$ cat src/rtl/ata_pio_command_sequencer_macros.svh
// assertion helpers for the ata pio command sequencer
// both expect clk and rst in scope and stay quiet while rst is high
`ifndef ATA_PIO_COMMAND_SEQUENCER_MACROS_SVH
`define ATA_PIO_COMMAND_SEQUENCER_MACROS_SVH

// same-cycle implication
`define ATA_ASSERT_NOW(label, ante, cons, msg) \
  label: assert property (@(posedge clk) disable iff (rst) (ante) |-> (cons)) \
    else $error(msg);

// next-cycle implication
`define ATA_ASSERT_NEXT(label, ante, cons, msg) \
  label: assert property (@(posedge clk) disable iff (rst) (ante) |=> (cons)) \
    else $error(msg);

`endif

$ cat src/rtl/ata_pkg.sv
// ----------------------------------------------------------------------------
// ata_pkg
// Types, codes and sizes shared by the ata pio command sequencer.
// ----------------------------------------------------------------------------
`default_nettype none

package ata_pkg;

  // sizes
  localparam int SECTOR_WORDS = 256;
  localparam int SETTLE_READS = 4;
  localparam int WORDS_W      = $clog2(255 * SECTOR_WORDS + 1);
  localparam int POLL_W       = 29;
  localparam int FIFO_DEPTH   = 4;
  localparam int FIFO_ROOM    = FIFO_DEPTH - 1;
  localparam int PTR_W        = $clog2(FIFO_DEPTH);
  localparam int CNT_W        = $clog2(FIFO_DEPTH + 1);
  localparam int TF_LEN_NARROW = 6;
  localparam int TF_LEN_WIDE   = 10;
  localparam int MAX_BURST     = TF_LEN_WIDE + 2;
  localparam int IDX_W         = $clog2(MAX_BURST);

  // input action codes
  localparam logic [2:0] ACT_READ   = 3'd0;
  localparam logic [2:0] ACT_WRITE  = 3'd1;
  localparam logic [2:0] ACT_STATUS = 3'd2;
  localparam logic [2:0] ACT_ERROR  = 3'd3;
  localparam logic [2:0] ACT_WORD   = 3'd4;

  // bus operation codes
  localparam logic [1:0] OP_WRITE = 2'd0;
  localparam logic [1:0] OP_READ  = 2'd1;
  localparam logic [1:0] OP_HOST  = 2'd2;
  localparam logic [1:0] OP_DONE  = 2'd3;

  // task file register offsets
  localparam logic [2:0] OFF_DATA    = 3'd0;
  localparam logic [2:0] OFF_ERROR   = 3'd1;
  localparam logic [2:0] OFF_COUNT   = 3'd2;
  localparam logic [2:0] OFF_LBA_LO  = 3'd3;
  localparam logic [2:0] OFF_LBA_MID = 3'd4;
  localparam logic [2:0] OFF_LBA_HI  = 3'd5;
  localparam logic [2:0] OFF_DEVICE  = 3'd6;
  localparam logic [2:0] OFF_CMD     = 3'd7;

  // outcome codes
  localparam logic [2:0] OC_OK      = 3'd0;
  localparam logic [2:0] OC_RANGE   = 3'd1;
  localparam logic [2:0] OC_DEV_ERR = 3'd2;
  localparam logic [2:0] OC_FAULT   = 3'd3;
  localparam logic [2:0] OC_NO_DRQ  = 3'd4;
  localparam logic [2:0] OC_TIMEOUT = 3'd5;

  // config register indexes
  localparam logic [1:0] CFG_DRIVE   = 2'd0;
  localparam logic [1:0] CFG_WIDE    = 2'd1;
  localparam logic [1:0] CFG_HIGHEST = 2'd2;
  localparam logic [1:0] CFG_POLL    = 2'd3;

  // device register bits
  localparam logic [7:0] DEV_OBSOLETE = 8'hA0;
  localparam logic [7:0] DEV_LBA      = 8'h40;
  localparam logic [7:0] DEV_SLAVE    = 8'h10;

  // commands
  localparam logic [7:0] CMD_READ        = 8'h20;
  localparam logic [7:0] CMD_READ_EXT    = 8'h24;
  localparam logic [7:0] CMD_WRITE       = 8'h30;
  localparam logic [7:0] CMD_WRITE_EXT   = 8'h34;
  localparam logic [7:0] CMD_FLUSH       = 8'hE7;
  localparam logic [7:0] CMD_FLUSH_EXT   = 8'hEA;

  // status bit positions
  localparam int ST_BSY = 7;
  localparam int ST_DF  = 5;
  localparam int ST_DRQ = 3;
  localparam int ST_ERR = 0;

  typedef enum logic [2:0] {
    PH_IDLE,
    PH_SETTLE,
    PH_POLL,
    PH_ERRWAIT,
    PH_XFER
  } phase_t;

  typedef enum logic [1:0] {
    TAIL_NONE,
    TAIL_DONE,
    TAIL_CMD
  } tail_t;

  typedef struct packed {
    logic [1:0]  op;
    logic [2:0]  off;
    logic [15:0] value;
    logic [2:0]  outcome;
    logic [7:0]  err;
  } result_t;

  // one burst of results caused by one input item
  typedef struct packed {
    logic        has_lead;
    result_t     lead;
    logic        tf;
    logic        wide;
    logic [7:0]  dev;
    logic [31:0] lba;
    logic [7:0]  cnt;
    tail_t       tail;
    logic [7:0]  cmd;
  } burst_t;

endpackage

`default_nettype wire

$ cat src/rtl/ata_pio_command_sequencer.sv
// ----------------------------------------------------------------------------
// ata_pio_command_sequencer
// Host-side ATA PIO sequencer for LBA28 and LBA48 task files.
// ----------------------------------------------------------------------------
// An input item is taken every cycle while in_stall is low; it is registered,
// decoded against the sequencer state in the next cycle and turned into at most
// one burst descriptor in a four-entry queue. The first result is read from the
// queue head once the descriptor is written there. Results leave one per cycle
// while out_stall is low: a request expands into 8 (LBA28) or 12 (LBA48) task
// file transactions, other items into 0 to 3. The queue depth sets the input
// rate: data words stream at one per cycle as long as out_stall stays low, whereas
// a run of requests stalls the input whenever three or more bursts are queued.
`default_nettype none

`include "ata_pio_command_sequencer_macros.svh"

module ata_pio_command_sequencer
  import ata_pkg::*;
(
  input  wire logic        clk,
  input  wire logic        rst,
  // configuration write
  input  wire logic        cfg_valid,
  output logic             cfg_ready,
  input  wire logic [1:0]  cfg_index,
  input  wire logic [31:0] cfg_data,
  // input items
  input  wire logic        in_valid,
  output logic             in_stall,
  input  wire logic [2:0]  action,
  input  wire logic [31:0] lba,
  input  wire logic [7:0]  sector_count,
  input  wire logic [7:0]  status_byte,
  input  wire logic [7:0]  error_byte,
  input  wire logic [15:0] data_word,
  // result items
  output logic             out_valid,
  input  wire logic        out_stall,
  output logic [1:0]       bus_op,
  output logic [2:0]       port_offset,
  output logic [15:0]      bus_value,
  output logic [2:0]       outcome,
  output logic [7:0]       error_bits,
  output logic             last_of_run
);

  // configuration registers
  logic              drive_select;
  logic              wide_addressing;
  logic [31:0]       highest_lba;
  logic [POLL_W-1:0] poll_limit;

  // sequencer state
  phase_t             phase, phase_next;
  logic               write_pending, write_pending_next;
  logic               flushing, flushing_next;
  logic [WORDS_W-1:0] words_left, words_left_next;
  logic [POLL_W-1:0]  polls_left, polls_left_next;

  // input register
  logic        s1_valid;
  logic [2:0]  s1_action;
  logic [31:0] s1_lba;
  logic [7:0]  s1_cnt;
  logic [7:0]  s1_status;
  logic [7:0]  s1_error;
  logic [15:0] s1_word;

  // burst queue
  burst_t           fifo [FIFO_DEPTH];
  logic [PTR_W-1:0] wr_ptr, rd_ptr;
  logic [CNT_W-1:0] count;
  burst_t           burst_next;
  logic             push, pop;

  // output walker
  burst_t           head;
  logic [IDX_W-1:0] idx;
  logic [IDX_W-1:0] lead_len, tf_len, tail_len, burst_len, rel, rel_tail;
  result_t          cur;
  logic             is_last;

  logic [7:0] dev_byte;

  function automatic result_t mk_result(logic [1:0] op, logic [2:0] off,
                                        logic [15:0] value, logic [2:0] oc,
                                        logic [7:0] err);
    result_t r;
    r.op      = op;
    r.off     = off;
    r.value   = value;
    r.outcome = oc;
    r.err     = err;
    return r;
  endfunction

  // one task file write of a request burst
  function automatic result_t tf_entry(logic wide, logic [7:0] dev, logic [31:0] a,
                                       logic [7:0] cnt, logic [IDX_W-1:0] j);
    logic [2:0] off;
    logic [7:0] val;
    off = OFF_DEVICE;
    val = dev;
    if (!wide) begin
      case (j)
        IDX_W'(0): begin off = OFF_DEVICE;  val = dev; end
        IDX_W'(1): begin off = OFF_COUNT;   val = cnt; end
        IDX_W'(2): begin off = OFF_LBA_LO;  val = a[7:0]; end
        IDX_W'(3): begin off = OFF_LBA_MID; val = a[15:8]; end
        IDX_W'(4): begin off = OFF_LBA_HI;  val = a[23:16]; end
        default:   begin off = OFF_DEVICE;  val = dev | {4'h0, a[27:24]}; end
      endcase
    end else begin
      case (j)
        IDX_W'(0): begin off = OFF_DEVICE;  val = dev; end
        IDX_W'(1): begin off = OFF_COUNT;   val = 8'h00; end
        IDX_W'(2): begin off = OFF_LBA_LO;  val = a[31:24]; end
        IDX_W'(3): begin off = OFF_LBA_MID; val = 8'h00; end
        IDX_W'(4): begin off = OFF_LBA_HI;  val = 8'h00; end
        IDX_W'(5): begin off = OFF_COUNT;   val = cnt; end
        IDX_W'(6): begin off = OFF_LBA_LO;  val = a[7:0]; end
        IDX_W'(7): begin off = OFF_LBA_MID; val = a[15:8]; end
        IDX_W'(8): begin off = OFF_LBA_HI;  val = a[23:16]; end
        default:   begin off = OFF_DEVICE;  val = dev; end
      endcase
    end
    return mk_result(OP_WRITE, off, {8'h00, val}, OC_OK, 8'h00);
  endfunction

  // configuration writes
  assign cfg_ready = 1'b1;

  always_ff @(posedge clk) begin
    if (rst) begin
      drive_select    <= 1'b0;
      wide_addressing <= 1'b0;
      highest_lba     <= 32'h0FFF_FFFF;
      poll_limit      <= POLL_W'(300000000);
    end else if (cfg_valid && cfg_ready) begin
      case (cfg_index)
        CFG_DRIVE:   drive_select    <= cfg_data[0];
        CFG_WIDE:    wide_addressing <= cfg_data[0];
        CFG_HIGHEST: highest_lba     <= cfg_data;
        CFG_POLL:    poll_limit      <= cfg_data[POLL_W-1:0];
        default:     drive_select    <= drive_select;
      endcase
    end
  end

  // input register; one queue slot is kept back for the item in it
  assign in_stall = (count >= CNT_W'(FIFO_ROOM));

  always_ff @(posedge clk) begin
    if (rst) begin
      s1_valid <= 1'b0;
    end else begin
      s1_valid <= in_valid && !in_stall;
    end
  end

  always_ff @(posedge clk) begin
    if (in_valid && !in_stall) begin
      s1_action <= action;
      s1_lba    <= lba;
      s1_cnt    <= sector_count;
      s1_status <= status_byte;
      s1_error  <= error_byte;
      s1_word   <= data_word;
    end
  end

  assign dev_byte = DEV_OBSOLETE | DEV_LBA | (drive_select ? DEV_SLAVE : 8'h00);

  // decode against the sequencer state and build the burst
  always_comb begin
    phase_next         = phase;
    write_pending_next = write_pending;
    flushing_next      = flushing;
    words_left_next    = words_left;
    polls_left_next    = polls_left;
    burst_next          = '0;
    burst_next.tail     = TAIL_NONE;
    burst_next.wide     = wide_addressing;
    burst_next.dev      = dev_byte;
    burst_next.lba      = s1_lba;
    burst_next.cnt      = s1_cnt;
    if (s1_valid) begin
      case (s1_action)
        ACT_READ, ACT_WRITE: begin
          if (phase == PH_IDLE) begin
            if (s1_lba > highest_lba) begin
              burst_next.has_lead = 1'b1;
              burst_next.lead = mk_result(OP_DONE, 3'd0, 16'h0, OC_RANGE, 8'h00);
            end else begin
              burst_next.tf   = 1'b1;
              burst_next.tail = TAIL_CMD;
              if (s1_action == ACT_WRITE) begin
                burst_next.cmd = wide_addressing ? CMD_WRITE_EXT : CMD_WRITE;
              end else begin
                burst_next.cmd = wide_addressing ? CMD_READ_EXT : CMD_READ;
              end
              words_left_next    = WORDS_W'(s1_cnt) * WORDS_W'(SECTOR_WORDS);
              write_pending_next = (s1_action == ACT_WRITE);
              flushing_next      = 1'b0;
              phase_next         = PH_SETTLE;
              polls_left_next    = POLL_W'(SETTLE_READS);
            end
          end
        end
        ACT_STATUS: begin
          if (phase == PH_SETTLE) begin
            // settle reads: answer discarded
            burst_next.has_lead = 1'b1;
            burst_next.lead = mk_result(OP_READ, OFF_CMD, 16'h0, OC_OK, 8'h00);
            if (polls_left > POLL_W'(1)) begin
              polls_left_next = polls_left - POLL_W'(1);
            end else begin
              phase_next      = PH_POLL;
              polls_left_next = poll_limit;
            end
          end else if (phase == PH_POLL) begin
            if (s1_status[ST_BSY]) begin
              burst_next.has_lead = 1'b1;
              if (polls_left <= POLL_W'(1)) begin
                burst_next.lead = mk_result(OP_DONE, 3'd0, 16'h0, OC_TIMEOUT, 8'h00);
                phase_next = PH_IDLE;
              end else begin
                burst_next.lead = mk_result(OP_READ, OFF_CMD, 16'h0, OC_OK, 8'h00);
                polls_left_next = polls_left - POLL_W'(1);
              end
            end else if (flushing) begin
              burst_next.has_lead = 1'b1;
              burst_next.lead = mk_result(OP_DONE, 3'd0, 16'h0, OC_OK, 8'h00);
              phase_next = PH_IDLE;
            end else if (s1_status[ST_ERR]) begin
              burst_next.has_lead = 1'b1;
              burst_next.lead = mk_result(OP_READ, OFF_ERROR, 16'h0, OC_OK, 8'h00);
              phase_next = PH_ERRWAIT;
            end else if (s1_status[ST_DF]) begin
              burst_next.has_lead = 1'b1;
              burst_next.lead = mk_result(OP_DONE, 3'd0, 16'h0, OC_FAULT, 8'h00);
              phase_next = PH_IDLE;
            end else if (!s1_status[ST_DRQ]) begin
              burst_next.has_lead = 1'b1;
              burst_next.lead = mk_result(OP_DONE, 3'd0, 16'h0, OC_NO_DRQ, 8'h00);
              phase_next = PH_IDLE;
            end else if (words_left == '0) begin
              // nothing to move: flush or complete right away
              if (write_pending) begin
                write_pending_next = 1'b0;
                flushing_next      = 1'b1;
                burst_next.tail    = TAIL_CMD;
                burst_next.cmd     = wide_addressing ? CMD_FLUSH_EXT : CMD_FLUSH;
                phase_next         = PH_SETTLE;
                polls_left_next    = POLL_W'(SETTLE_READS);
              end else begin
                burst_next.tail = TAIL_DONE;
                phase_next      = PH_IDLE;
              end
            end else begin
              phase_next = PH_XFER;
            end
          end
        end
        ACT_ERROR: begin
          if (phase == PH_ERRWAIT) begin
            burst_next.has_lead = 1'b1;
            burst_next.lead = mk_result(OP_DONE, 3'd0, 16'h0, OC_DEV_ERR, s1_error);
            phase_next = PH_IDLE;
          end
        end
        ACT_WORD: begin
          if (phase == PH_XFER && words_left != '0) begin
            burst_next.has_lead = 1'b1;
            if (write_pending) begin
              burst_next.lead = mk_result(OP_WRITE, OFF_DATA, s1_word, OC_OK, 8'h00);
            end else begin
              burst_next.lead = mk_result(OP_HOST, 3'd0, s1_word, OC_OK, 8'h00);
            end
            words_left_next = words_left - WORDS_W'(1);
            if (words_left == WORDS_W'(1)) begin
              if (write_pending) begin
                write_pending_next = 1'b0;
                flushing_next      = 1'b1;
                burst_next.tail    = TAIL_CMD;
                burst_next.cmd     = wide_addressing ? CMD_FLUSH_EXT : CMD_FLUSH;
                phase_next         = PH_SETTLE;
                polls_left_next    = POLL_W'(SETTLE_READS);
              end else begin
                burst_next.tail = TAIL_DONE;
                phase_next      = PH_IDLE;
              end
            end
          end
        end
        default: begin
          phase_next = phase;
        end
      endcase
      // every completion returns the sequencer to a clean idle
      if (phase_next == PH_IDLE) begin
        write_pending_next = 1'b0;
        flushing_next      = 1'b0;
        words_left_next    = '0;
        polls_left_next    = '0;
      end
    end
  end

  assign push = burst_next.has_lead || burst_next.tf || (burst_next.tail != TAIL_NONE);

  // sequencer state registers
  always_ff @(posedge clk) begin
    if (rst) begin
      phase         <= PH_IDLE;
      write_pending <= 1'b0;
      flushing      <= 1'b0;
      words_left    <= '0;
      polls_left    <= '0;
    end else begin
      phase         <= phase_next;
      write_pending <= write_pending_next;
      flushing      <= flushing_next;
      words_left    <= words_left_next;
      polls_left    <= polls_left_next;
    end
  end

  // burst queue storage
  always_ff @(posedge clk) begin
    if (push) begin
      fifo[wr_ptr] <= burst_next;
    end
  end

  // burst queue pointers
  always_ff @(posedge clk) begin
    if (rst) begin
      wr_ptr <= '0;
      rd_ptr <= '0;
      count  <= '0;
    end else begin
      if (push) begin
        wr_ptr <= wr_ptr + PTR_W'(1);
      end
      if (pop) begin
        rd_ptr <= rd_ptr + PTR_W'(1);
      end
      case ({push, pop})
        2'b10:   count <= count + CNT_W'(1);
        2'b01:   count <= count - CNT_W'(1);
        default: count <= count;
      endcase
    end
  end

  // walk the head burst one result per cycle while out_stall is low
  assign head      = fifo[rd_ptr];
  assign out_valid = (count != '0);
  assign lead_len  = head.has_lead ? IDX_W'(1) : IDX_W'(0);
  assign tf_len    = !head.tf ? IDX_W'(0) :
                     (head.wide ? IDX_W'(TF_LEN_WIDE) : IDX_W'(TF_LEN_NARROW));
  assign tail_len  = (head.tail == TAIL_CMD) ? IDX_W'(2) :
                     ((head.tail == TAIL_DONE) ? IDX_W'(1) : IDX_W'(0));
  assign burst_len = lead_len + tf_len + tail_len;
  assign rel       = idx - lead_len;
  assign rel_tail  = rel - tf_len;
  assign is_last   = (idx == burst_len - IDX_W'(1));
  assign pop       = out_valid && !out_stall && is_last;

  always_comb begin
    if (head.has_lead && idx == '0) begin
      cur = head.lead;
    end else if (head.tf && rel < tf_len) begin
      cur = tf_entry(head.wide, head.dev, head.lba, head.cnt, rel);
    end else if (head.tail == TAIL_DONE) begin
      cur = mk_result(OP_DONE, 3'd0, 16'h0, OC_OK, 8'h00);
    end else if (rel_tail == '0) begin
      cur = mk_result(OP_WRITE, OFF_CMD, {8'h00, head.cmd}, OC_OK, 8'h00);
    end else begin
      cur = mk_result(OP_READ, OFF_CMD, 16'h0, OC_OK, 8'h00);
    end
  end

  always_ff @(posedge clk) begin
    if (rst) begin
      idx <= '0;
    end else if (out_valid && !out_stall) begin
      idx <= is_last ? '0 : idx + IDX_W'(1);
    end
  end

  assign bus_op      = cur.op;
  assign port_offset = cur.off;
  assign bus_value   = cur.value;
  assign outcome     = cur.outcome;
  assign error_bits  = cur.err;
  assign last_of_run = is_last;

  // checks
  `ATA_ASSERT_NOW(a_push_room, push, count < CNT_W'(FIFO_DEPTH), "burst queue overflow")
  `ATA_ASSERT_NOW(a_idx_in_burst, out_valid, idx < burst_len, "walker past burst end")
  `ATA_ASSERT_NOW(a_done_is_last, out_valid && bus_op == OP_DONE, last_of_run, "completion not last")
  `ATA_ASSERT_NOW(a_idle_clean, phase == PH_IDLE, words_left == '0 && !write_pending && !flushing, "idle with leftover state")
  `ATA_ASSERT_NEXT(a_accept_loads, in_valid && !in_stall, s1_valid, "accepted item not registered")

endmodule

`default_nettype wire

$ cat config.mk
export PLATFORM = sky130hd
export DESIGN_NAME = ata_pio_command_sequencer
export DESIGN_NICKNAME = d
export VERILOG_FILES = /design/src/rtl/ata_pkg.sv /design/src/rtl/ata_pio_command_sequencer.sv
export VERILOG_INCLUDE_DIRS = /design/src /design/src/rtl
export SDC_FILE = /design/constraint.sdc
export NUM_CORES = 1
export LEC_CHECK = 0
export BUFFER_PORTS_ARGS = -buffer_cell sky130_fd_sc_hd__buf_2
export CORE_MARGIN = 8
export CORE_UTILIZATION = 35
export DETAILED_ROUTE_END_ITERATION = 10
export PLACE_DENSITY_LB_ADDON = 0.25
export SYNTH_ARGS = -nofsm -noshare
export SYNTH_HDL_FRONTEND = slang
export SYNTH_SLANG_ARGS = --single-unit
$ cat constraint.sdc
create_clock -name clk -period 6.8 [get_ports clk]
set_input_delay 1.02 -clock clk [delete_from_list [all_inputs] [get_ports clk]]
set_output_delay 1.02 -clock clk [all_outputs]
set_load 0.02 [all_outputs]
==> flow_metrics.tcl <==
set metrics [dict create \
    clk_latency_ns 0.61 \
    timing_max_transition_violations_final 0 \
    min_period_over_period_pct 87.6 \
    placeableCoreArea_um2 65900 \
    worst-r2r-cell-count 10 \
    post_synthesis_cell_count 1817 \
    seq_area_frac_synth_pct 62.3 \
    timing.critical_path.from_type "flop" \
    layout.area.seq_um2 14500 \
    fp.dieH_um 274 \
    worst_setup_hold_path_clk_slew_ns 0.06 \
    setup_viols_final 0 \
    fin_worst_skew_ns 0.0232 \
    hpwl_um 41900 \
    gp_routability_congestion 0.893 \
    status "finished, final reports clean" \
    max_cap_violations 0 \
    grt_pass1_vias 15500 \
    post-route-drc-count 0 \
    drt-wirelength-per-cell_um 21.4 \
    fin_tns_setup_ns 0 \
    syn_area_per_cell_um2 12.8 \
    drtPass1Iterations 5 \
    grt_remaining_overflow 0 \
    antenna_found_initial 0 \
    drtIter0Drc 1196 \
    yosys.cell_types.count 81 \
    final_area_um2 26800 \
    post_route_cells_drive_above_1_share_pct 18.4 \
    antenna_cells 0 \
    design.final.nets 2109 \
    die_area_um2 75100 \
    slew_headroom_pct 14.9 \
    synth_flop_cell "sky130_fd_sc_hd__edfxtp_1" \
    post-route-min-period_ns 5.96 \
    timing_worst_slew_pin_value_ns 1.27 \
    number_of_hold_buffers_added_after_cts 0 \
    cellPowerDensity_nw_per_um2 256 \
    portBuffers 144 \
    fp.dieW_um 274 \
    number_of_levels_the_h_tree_was_split_into 2 \
    starting_density_pct 35.4 \
    drt-total-wl_um 61100 \
    grt_start_max_net_pins 74 \
    place_area_um2 25000 \
    leakage_dissipation_nw 9.70 \
    peak_supply_drop_uv 176 \
    synth-edff-count 399 \
    whs_ns 0.457 \
    crit_path_end_kind "primary output" \
    clock_path_buffers 3 \
    ys_seq_elements 526 \
    detail_route.vias_per_cell 5.36 \
    cts_setup_buffers 0 \
    critical_path_arrival_ns 4.94 \
    ant_nets 0 \
    syn_nets 1985 \
    route.vias.total 15300 \
    n_fill_cell 6175 \
    finish.cell_count_without_fillers 2850 \
    cell_depth_of_the_worst_hold_path 2 \
    syn_area_um2 23300 \
    cts_repair_resize_count 0 \
    min_path_type "flop to flop" \
    gr-usage-all-layers_pct 15.9 \
    rows 94 \
    grt_pass1_wl_um 92800 \
    async_flop_share_pct 0 \
    numPlacedInstances 2748 \
    crit_fanout 23 \
    tritoncts_clock_tree "yes" \
    multi_input_area_um2 8180 \
    cp.required_ns 5.78 \
    fmax_mhz 168 \
    grt_setup_unrepaired "no" \
    timing_hold_violations_final 0 \
    synthToLayoutAreaGrowth_pct 14.9 \
    timing_worst_setup_path_type "flop to primary output" \
    tritoncts_num_sinks 526 \
    synthesis.yosys.warnings 0 \
    cts-buffers-inserted 55 \
    pin_count 150 \
    root_buffer_selected_by_cts "sky130_fd_sc_hd__clkbuf_16" \
    fin_total_pwr_mw 6.86 \
]
## worst paths after layout
check | slack, ns | from | end
max reg2reg | 1.84 | s1_action[0]$_DFFE_PP_ | fifo[1][18]$_DFFE_PP_
min reg2reg | 0.46 | poll_limit[6]$_SDFFE_PP0P_ | poll_limit[6]$_SDFFE_PP0P_
min | 0.46 | poll_limit[6]$_SDFFE_PP0P_ | poll_limit[6]$_SDFFE_PP0P_
max | 0.84 | flop | bus_value[5]
## cells by family (layout without fill, tap and decap cells)
kind of cell             after synthesis  in the layout  synth area share (%)
buffers and inverters                166            335                  2.79
adder cells (fa/ha/maj)               54             54                  2.96
flip-flops                           526            526                  62.3
multiplexers                         101            101                  8.71
AND/OR/NAND/NOR                      613            613                  13.2
AO/OA/AOI/OAI                        335            335                  9.26
other                                  1              1                0.0161
XOR/XNOR                              21             21                 0.789
## synthesized netlist by cell type (11+ instances only)
cell	instances	area, um2
sky130_fd_sc_hd__edfxtp_1	399	12000
sky130_fd_sc_hd__xnor2_1	14	123
sky130_fd_sc_hd__mux4_2	81	1820
sky130_fd_sc_hd__dfxtp_1	127	2540
sky130_fd_sc_hd__nand2_1	215	807
sky130_fd_sc_hd__clkbuf_1	80	300
sky130_fd_sc_hd__nand4_1	21	131
sky130_fd_sc_hd__o2bb2ai_1	21	184
sky130_fd_sc_hd__nor4_1	11	68.8
sky130_fd_sc_hd__a211oi_1	12	90.1
sky130_fd_sc_hd__nand2b_1	15	93.8
sky130_fd_sc_hd__ha_1	52	651
sky130_fd_sc_hd__nor2_1	103	387
sky130_fd_sc_hd__mux2i_1	14	140
sky130_fd_sc_hd__nor3_1	38	190
sky130_fd_sc_hd__o21ai_0	68	340
sky130_fd_sc_hd__a21oi_1	109	546
sky130_fd_sc_hd__nor2b_1	21	131
sky130_fd_sc_hd__a31oi_1	21	131
sky130_fd_sc_hd__and3_1	26	163
sky130_fd_sc_hd__or3_1	12	75.1
sky130_fd_sc_hd__and2_1	34	213
sky130_fd_sc_hd__nand3b_1	41	308
sky130_fd_sc_hd__inv_1	61	229
sky130_fd_sc_hd__nand3_1	39	195
sky130_fd_sc_hd__buf_1	13	48.8
## layout make-up
type	instances	area share [%]
inverters	63	0.883
clock buffers	77	5.71
repair buffers	170	3.46
well taps	864	4.03
flip-flops and latches	526	54.2
multi-input cells	1125	30.5
clock inverters	25	1.14
## where the power goes
group	internal, mW	switching, mW	leakage, nW
Clock	1.77	1.25	0.888
Combinational	0.108	0.185	3.98
Sequential	3.50	0.0492	4.83
## through the flow
| step | util, % | worst slack [ns] |
|---|---|---|
| 2_1_floorplan | - | 0.229 |
| 3_3_place_gp | 37.9 | 1.47 |
| 3_5_place_dp | 37.9 | 1.47 |
| 4_1_cts | 40.7 | 0.782 |
| 5_1_grt | 40.7 | 0.530 |
| 6_report | 40.7 | 0.840 |
## critical path: stages (launching register included)
cell                       delay (ns)
sky130_fd_sc_hd__dfxtp_4         0.35
sky130_fd_sc_hd__mux4_2          0.55
sky130_fd_sc_hd__ha_1            0.23
sky130_fd_sc_hd__ha_1            0.19
sky130_fd_sc_hd__xnor2_1         0.12
sky130_fd_sc_hd__buf_4           0.20
sky130_fd_sc_hd__inv_1           0.57
sky130_fd_sc_hd__ha_1            0.36
sky130_fd_sc_hd__nor2b_1         0.13
sky130_fd_sc_hd__o21ai_0         0.20
sky130_fd_sc_hd__nand3b_1        0.42
sky130_fd_sc_hd__a211oi_1        0.30
sky130_fd_sc_hd__o21ai_0         0.17
sky130_fd_sc_hd__a21oi_1         0.29
sky130_fd_sc_hd__buf_2           0.24
## sequential cells by signal (all words and copies together) (netlist names), 2 cells and up, named ones only
name,count
fifo,328
highest_lba,32
s1_lba,32
poll_limit,29
polls_left,29
s1_word,16
words_left,16
s1_cnt,8
s1_error,8
idx,4
s1_status,4
count,3
phase,3
s1_action,3
rd_ptr,2
wr_ptr,2
## cells in the final DEF (no fill, tap or decap), types with 56 or more instances in the layout
cell type                   count
sky130_fd_sc_hd__a21oi_1      109
sky130_fd_sc_hd__buf_2        144
sky130_fd_sc_hd__clkbuf_16     56
sky130_fd_sc_hd__dfxtp_1      125
sky130_fd_sc_hd__edfxtp_1     399
sky130_fd_sc_hd__inv_1         61
sky130_fd_sc_hd__mux4_2        81
sky130_fd_sc_hd__nand2_1      215
sky130_fd_sc_hd__nor2_1       102
sky130_fd_sc_hd__o21ai_0       68
## routing by layer
layer | track usage, % | vias to the layer above | part of all wire (%)
met5 | 0 | - | 0
met4 | 4.42 | 0 | 2.5
met3 | 2.09 | 89 | 4.3
met2 | 27.6 | 383 | 50
met1 | 20.8 | 7662 | 43
li1 | - | 7134 | -
(Power assumes the default switching activity.)
